## src/sri_pkg.sv

```systemverilog
// ----------------------------------------------------------------------------
// sri_pkg: shared widths and types for the segment/rectangle crossing pipe
// Coordinate widths, derived arithmetic widths and the sideband record that
// travels with an item through the divider.
// ----------------------------------------------------------------------------
package sri_pkg;
	localparam int CB  = 20;        // coordinate bits
	localparam int DW  = CB + 1;    // segment delta / edge coordinate
	localparam int NW  = CB + 2;    // offsets against an edge
	localparam int HW  = CB - 2;    // half size
	localparam int LW  = CB - 1;    // full edge length
	localparam int RW  = CB;        // |delta| and divider remainder
	localparam int QB  = CB + 1;    // quotient bits
	localparam int PW  = NW + DW;   // signed product width
	localparam int MW  = QB + RW;   // dividend magnitude bits
	localparam int LDW = LW + RW;   // edge length times |delta|
	localparam int NE  = 4;         // edges: left, right, top, bottom

	typedef struct packed {
		logic                 hit;
		logic                 vert;
		logic                 neg;
		logic signed [CB-1:0] b1;
		logic signed [CB-1:0] c;
	} side_t;
endpackage

```

## src/sri_div.sv

```systemverilog
// ----------------------------------------------------------------------------
// sri_div: pipelined restoring divider
// One quotient bit per stage; the sideband record rides along with each item.
// ----------------------------------------------------------------------------
module sri_div (
	input  logic                       clk,
	input  logic                       arst_n,
	input  logic                       en,
	input  logic                       in_valid,
	input  logic [sri_pkg::MW-1:0]     in_mag,
	input  logic [sri_pkg::RW-1:0]     in_den,
	input  sri_pkg::side_t             in_side,
	output logic                       out_valid,
	output logic [sri_pkg::QB-1:0]     out_quo,
	output sri_pkg::side_t             out_side
);
	import sri_pkg::*;

	logic          v_s   [QB];
	logic [RW-1:0] rem_s [QB];
	logic [QB-1:0] alo_s [QB];
	logic [QB-1:0] quo_s [QB];
	logic [RW-1:0] den_s [QB];
	side_t         side_s[QB];

	genvar k;
	generate
		for (k = 0; k < QB; k++) begin : g_stage
			logic          v_in;
			logic [RW-1:0] rem_in;
			logic [QB-1:0] alo_in;
			logic [QB-1:0] quo_in;
			logic [RW-1:0] den_in;
			side_t         side_in;
			logic [RW:0]   trial;
			logic          take;

			if (k == 0) begin : g_first
				assign v_in    = in_valid;
				assign rem_in  = in_mag[MW-1:QB];
				assign alo_in  = in_mag[QB-1:0];
				assign quo_in  = '0;
				assign den_in  = in_den;
				assign side_in = in_side;
			end else begin : g_next
				assign v_in    = v_s[k-1];
				assign rem_in  = rem_s[k-1];
				assign alo_in  = alo_s[k-1];
				assign quo_in  = quo_s[k-1];
				assign den_in  = den_s[k-1];
				assign side_in = side_s[k-1];
			end

			assign trial = {rem_in, alo_in[QB-1]};
			assign take  = trial >= {1'b0, den_in};

			always_ff @(posedge clk or negedge arst_n) begin
				if (!arst_n) begin
					v_s[k] <= 1'b0;
				end else if (en) begin
					v_s[k] <= v_in;
				end
			end

			always_ff @(posedge clk) begin
				if (en) begin
					rem_s[k]  <= take ? RW'(trial - {1'b0, den_in}) : trial[RW-1:0];
					alo_s[k]  <= {alo_in[QB-2:0], 1'b0};
					quo_s[k]  <= {quo_in[QB-2:0], take};
					den_s[k]  <= den_in;
					side_s[k] <= side_in;
				end
			end
		end
	endgenerate

	assign out_valid = v_s[QB-1];
	assign out_quo   = quo_s[QB-1];
	assign out_side  = side_s[QB-1];

	// remainder stays below the divisor once a nonzero divisor is in flight
	a_rem_bound: assert property (@(posedge clk) disable iff (!arst_n)
		v_s[QB-1] && den_s[QB-1] != '0 |-> rem_s[QB-1] < den_s[QB-1])
		else $error("divider remainder out of range");
	a_miss_zero: assert property (@(posedge clk) disable iff (!arst_n)
		v_s[QB-1] && !side_s[QB-1].hit |-> quo_s[QB-1] == '0)
		else $error("miss produced a nonzero quotient");
	a_hold: assert property (@(posedge clk) disable iff (!arst_n)
		!en |=> $stable(quo_s[QB-1]) && $stable(v_s[QB-1]))
		else $error("divider moved while stalled");
endmodule

```

## config.mk

```make
export PLATFORM = sky130hd
export DESIGN_NAME = sri_div
export DESIGN_NICKNAME = d
export VERILOG_FILES = /design/src/sri_pkg.sv /design/src/sri_div.sv
export SDC_FILE = /design/constraint.sdc
export NUM_CORES = 2
export LEC_CHECK = 0
export BUFFER_PORTS_ARGS = -buffer_cell sky130_fd_sc_hd__buf_4
export CAP_MARGIN = 20
export CORE_MARGIN = 5
export CORE_UTILIZATION = 30
export DETAILED_ROUTE_END_ITERATION = 10
export GPL_TIMING_DRIVEN = 1
export PLACE_DENSITY = 0.55
export SYNTH_ARGS = -nofsm -noshare
export SYNTH_HDL_FRONTEND = slang
export SYNTH_SLANG_ARGS = --single-unit
```

## constraint.sdc

```tcl
create_clock -name clk -period 4.5 [get_ports clk]
set_input_delay 0.9 -clock clk [delete_from_list [all_inputs] [get_ports clk]]
set_output_delay 0.9 -clock clk [all_outputs]
set_load 0.005 [all_outputs]
```

==> flow_summary.toml <==
[status]
outcome = "complete, no violations"

[logic_synthesis]
yosys.area.top_type_share = 0.708
yosysSeqAreaShare = 0.714
syn_inst = 5982
ys.flop_type = "edfxtp_1"
netlist_area_sq_mm = 0.0909
ys_top_cells_by_area = "edfxtp_1 71%, ha_1 5.8%, mux2_2 2.7%"
syn_avg_cell_area_sq_um = 15.2
synth_area_leader_cell = "edfxtp_1"
yosys_register_bits = 2165
yosys_warnings = 0
async_flop_share = 0.00970
yosys.cell_count.top_type = "edfxtp_1"
ys_top_cells_by_count = "2144 x edfxtp_1, 531 x inv_1, 420 x ha_1"
synth_edf_count = 2144
synthDistinctLibCells = 91
postSynthNetCount = 6530

[timing]
fin_crit_sh = 0.872
hold_viol_final = 0
setup_tns_ns = 0
clock_skew_ns = 0.0565
tightest_slew_ns = 1.04
holdWs_ns = 0.155
setup_viol = 0
max_freq_mhz = 255
relSlewSlack = 0.307
drv_slew = 0
rsz0062_at_grt = "false"
period_minus_slack_ns = 3.92

[clock_network]
cts_resized = 0
cts_setup_buffers = 0
cts_max_path_buffers = 4
clk-insertion-delay-late_ns = 0.92
path_clk_slew_ns = 0.07
htree_levels = 4
cts_tree = "done"
numCtsBuffers = 241
root_buffer = "clkbuf_16"
cts.sinks = 2165

[drt]
drt_iter0_drc = 2816
drt_first_pass_iters = 7
routed_wl_microns = 163000
drc = 0
wl_per_cell_microns = 15.5
routed_via_density = 4.51
ant_nets = 0
vias = 47700

[critical_path]
rr_worst_depth = 9
cp-end-kind = "flop"
cp_data_required_time_ns = 5.10
worstSetupStartpointType = "flop"
cp.arrival_ns = 4.53
crit_fanout = 21
crit_type = "flop to flop"

[placement]
dp_hpwl_microns = 111000
io_buffer_count = 172
gp_congestion = 0.923
dp.cells = 10100

[worst_hold_path]
whs_path_depth = 1
hold_path_class = "input port to flop"

[floorplanning]
die_y_microns = 561
dieWidth_microns = 561
die_area_sq_mm = 0.314
rows = 202
start_util = 0.301
io_pins = 173
core_area_sq_mm = 0.302

[layout]
nNetsFinal = 6939
fin_util = 0.349
area_growth_pct = 15.9
drive_gt1_frac = 0.135
nFillCells = 28700
finalNonFillerCells = 10600

[global_route]
grt_max_degree = 125
overflow = 0
grt_pass1_wl_microns = 261000
antenna_found_initial = 1
grt_usage = 0.101
grt_pass1_vias = 49600

[power_and_ir_drop]
p_per_area_mw_per_mm2 = 636
peakVddDrop_mv = 0.343
leakagePower_nw = 39.5
power.total_mw = 67.0

[flow_run]
maxCapViolations = 0
cell families after synthesis:
| logic type | synth area share |
|---|---|
| multiplexers | 0.0332 |
| AO/OA/AOI/OAI | 0.0793 |
| XOR/XNOR | 0.0274 |
| adder cells (fa/ha/maj) | 0.0622 |
| flip-flops | 0.714 |
| buffers and inverters | 0.0263 |
| AND/OR/NAND/NOR | 0.0580 |
final timing paths:
path                                startpoint                to  slack (ns)
worst min register to register  side_s[1][173]    side_s[1][216]        0.39
max in group asynchronous               arst_n   g_stage[6].v_in        3.85
worst max-delay path              rem_s[3][46]      rem_s[3][64]        0.58
min in group asynchronous               arst_n  g_stage[16].v_in        0.43
worst min-delay path                in_side[4]      side_s[0][4]        0.15
worst max register to register    rem_s[3][46]      rem_s[3][64]        0.58
cells in the final DEF, fill, tap and decap left out, types with 68 or more instances in the layout:
cell type	synthesis	routed
o21a_1	74	74
nand2b_1	75	75
a21oi_1	366	365
clkbuf_16	0	245
o21ai_0	192	192
nor2_1	371	371
buf_4	5	224
nand3_1	80	80
nand2_1	224	224
inv_1	531	531
a21o_1	131	131
nor2b_1	72	72
mux2_2	222	222
xnor2_1	185	185
edfxtp_1	2144	2144
xor2_1	99	99
ha_1	420	420
nor3_1	68	68
worst max-delay path, cell delays in order, from the launching register on:
cell,delay (ns)
edfxtp_1,0.39
ha_1,0.36
and2_1,0.21
nand3_1,0.15
or4_1,0.41
o221ai_1,0.32
o221ai_1,0.27
o21ai_2,0.87
buf_4,0.32
mux2_2,0.35
state kept, by name, indices dropped and copies added (netlist names):
| name | cells |
|---|---|
| alo_s | 210 |
| out_valid | 1 |
| side_s | 903 |
| rem_s | 400 |
| quo_s | 231 |
| den_s | 400 |
| g_stage.v_in | 20 |
cell type report:
class,count,area [sq um],area share
Sequential cell,2165,64900,0.616
Inverter,531,1990,0.0189
Antenna cell,1,2.50,0.0000237
Clock inverter,147,1270,0.0120
Tap cell,3978,4980,0.0472
Multi-Input combinational cell,3201,23700,0.225
Clock buffer,299,6370,0.0605
Timing Repair Buffer,251,2220,0.0211
per-stage QoR:
step,cell area (sq um),setup slack [ns]
floorplan,90900,1.36
finish,105000,0.575
global placement,97800,0.626
CTS,105000,0.586
detailed placement,97800,0.639
global route,105000,0.372
report_power, final:
group          switching [mW]  total [mW]  internal [mW]
clock network            7.94        18.8           10.9
registers                1.39        27.9           26.5
logic                    11.0        20.3           9.23
total                    20.4        67.0           46.7
layer usage:
metal	up-vias	global-route usage	wire (microns)
met3	464	0.0197	6520
li1	23400	-	-
met2	902	0.187	85100
met4	0	0.0497	8030
met1	23000	0.109	63800
met5	-	0	0
timing repair:
action	in CTS	in global routing
hold buffers	1	0
setup endpoints to repair	0	0
endpoints found under the hold margin	21	0
Power figures use the tool's default switching activity.
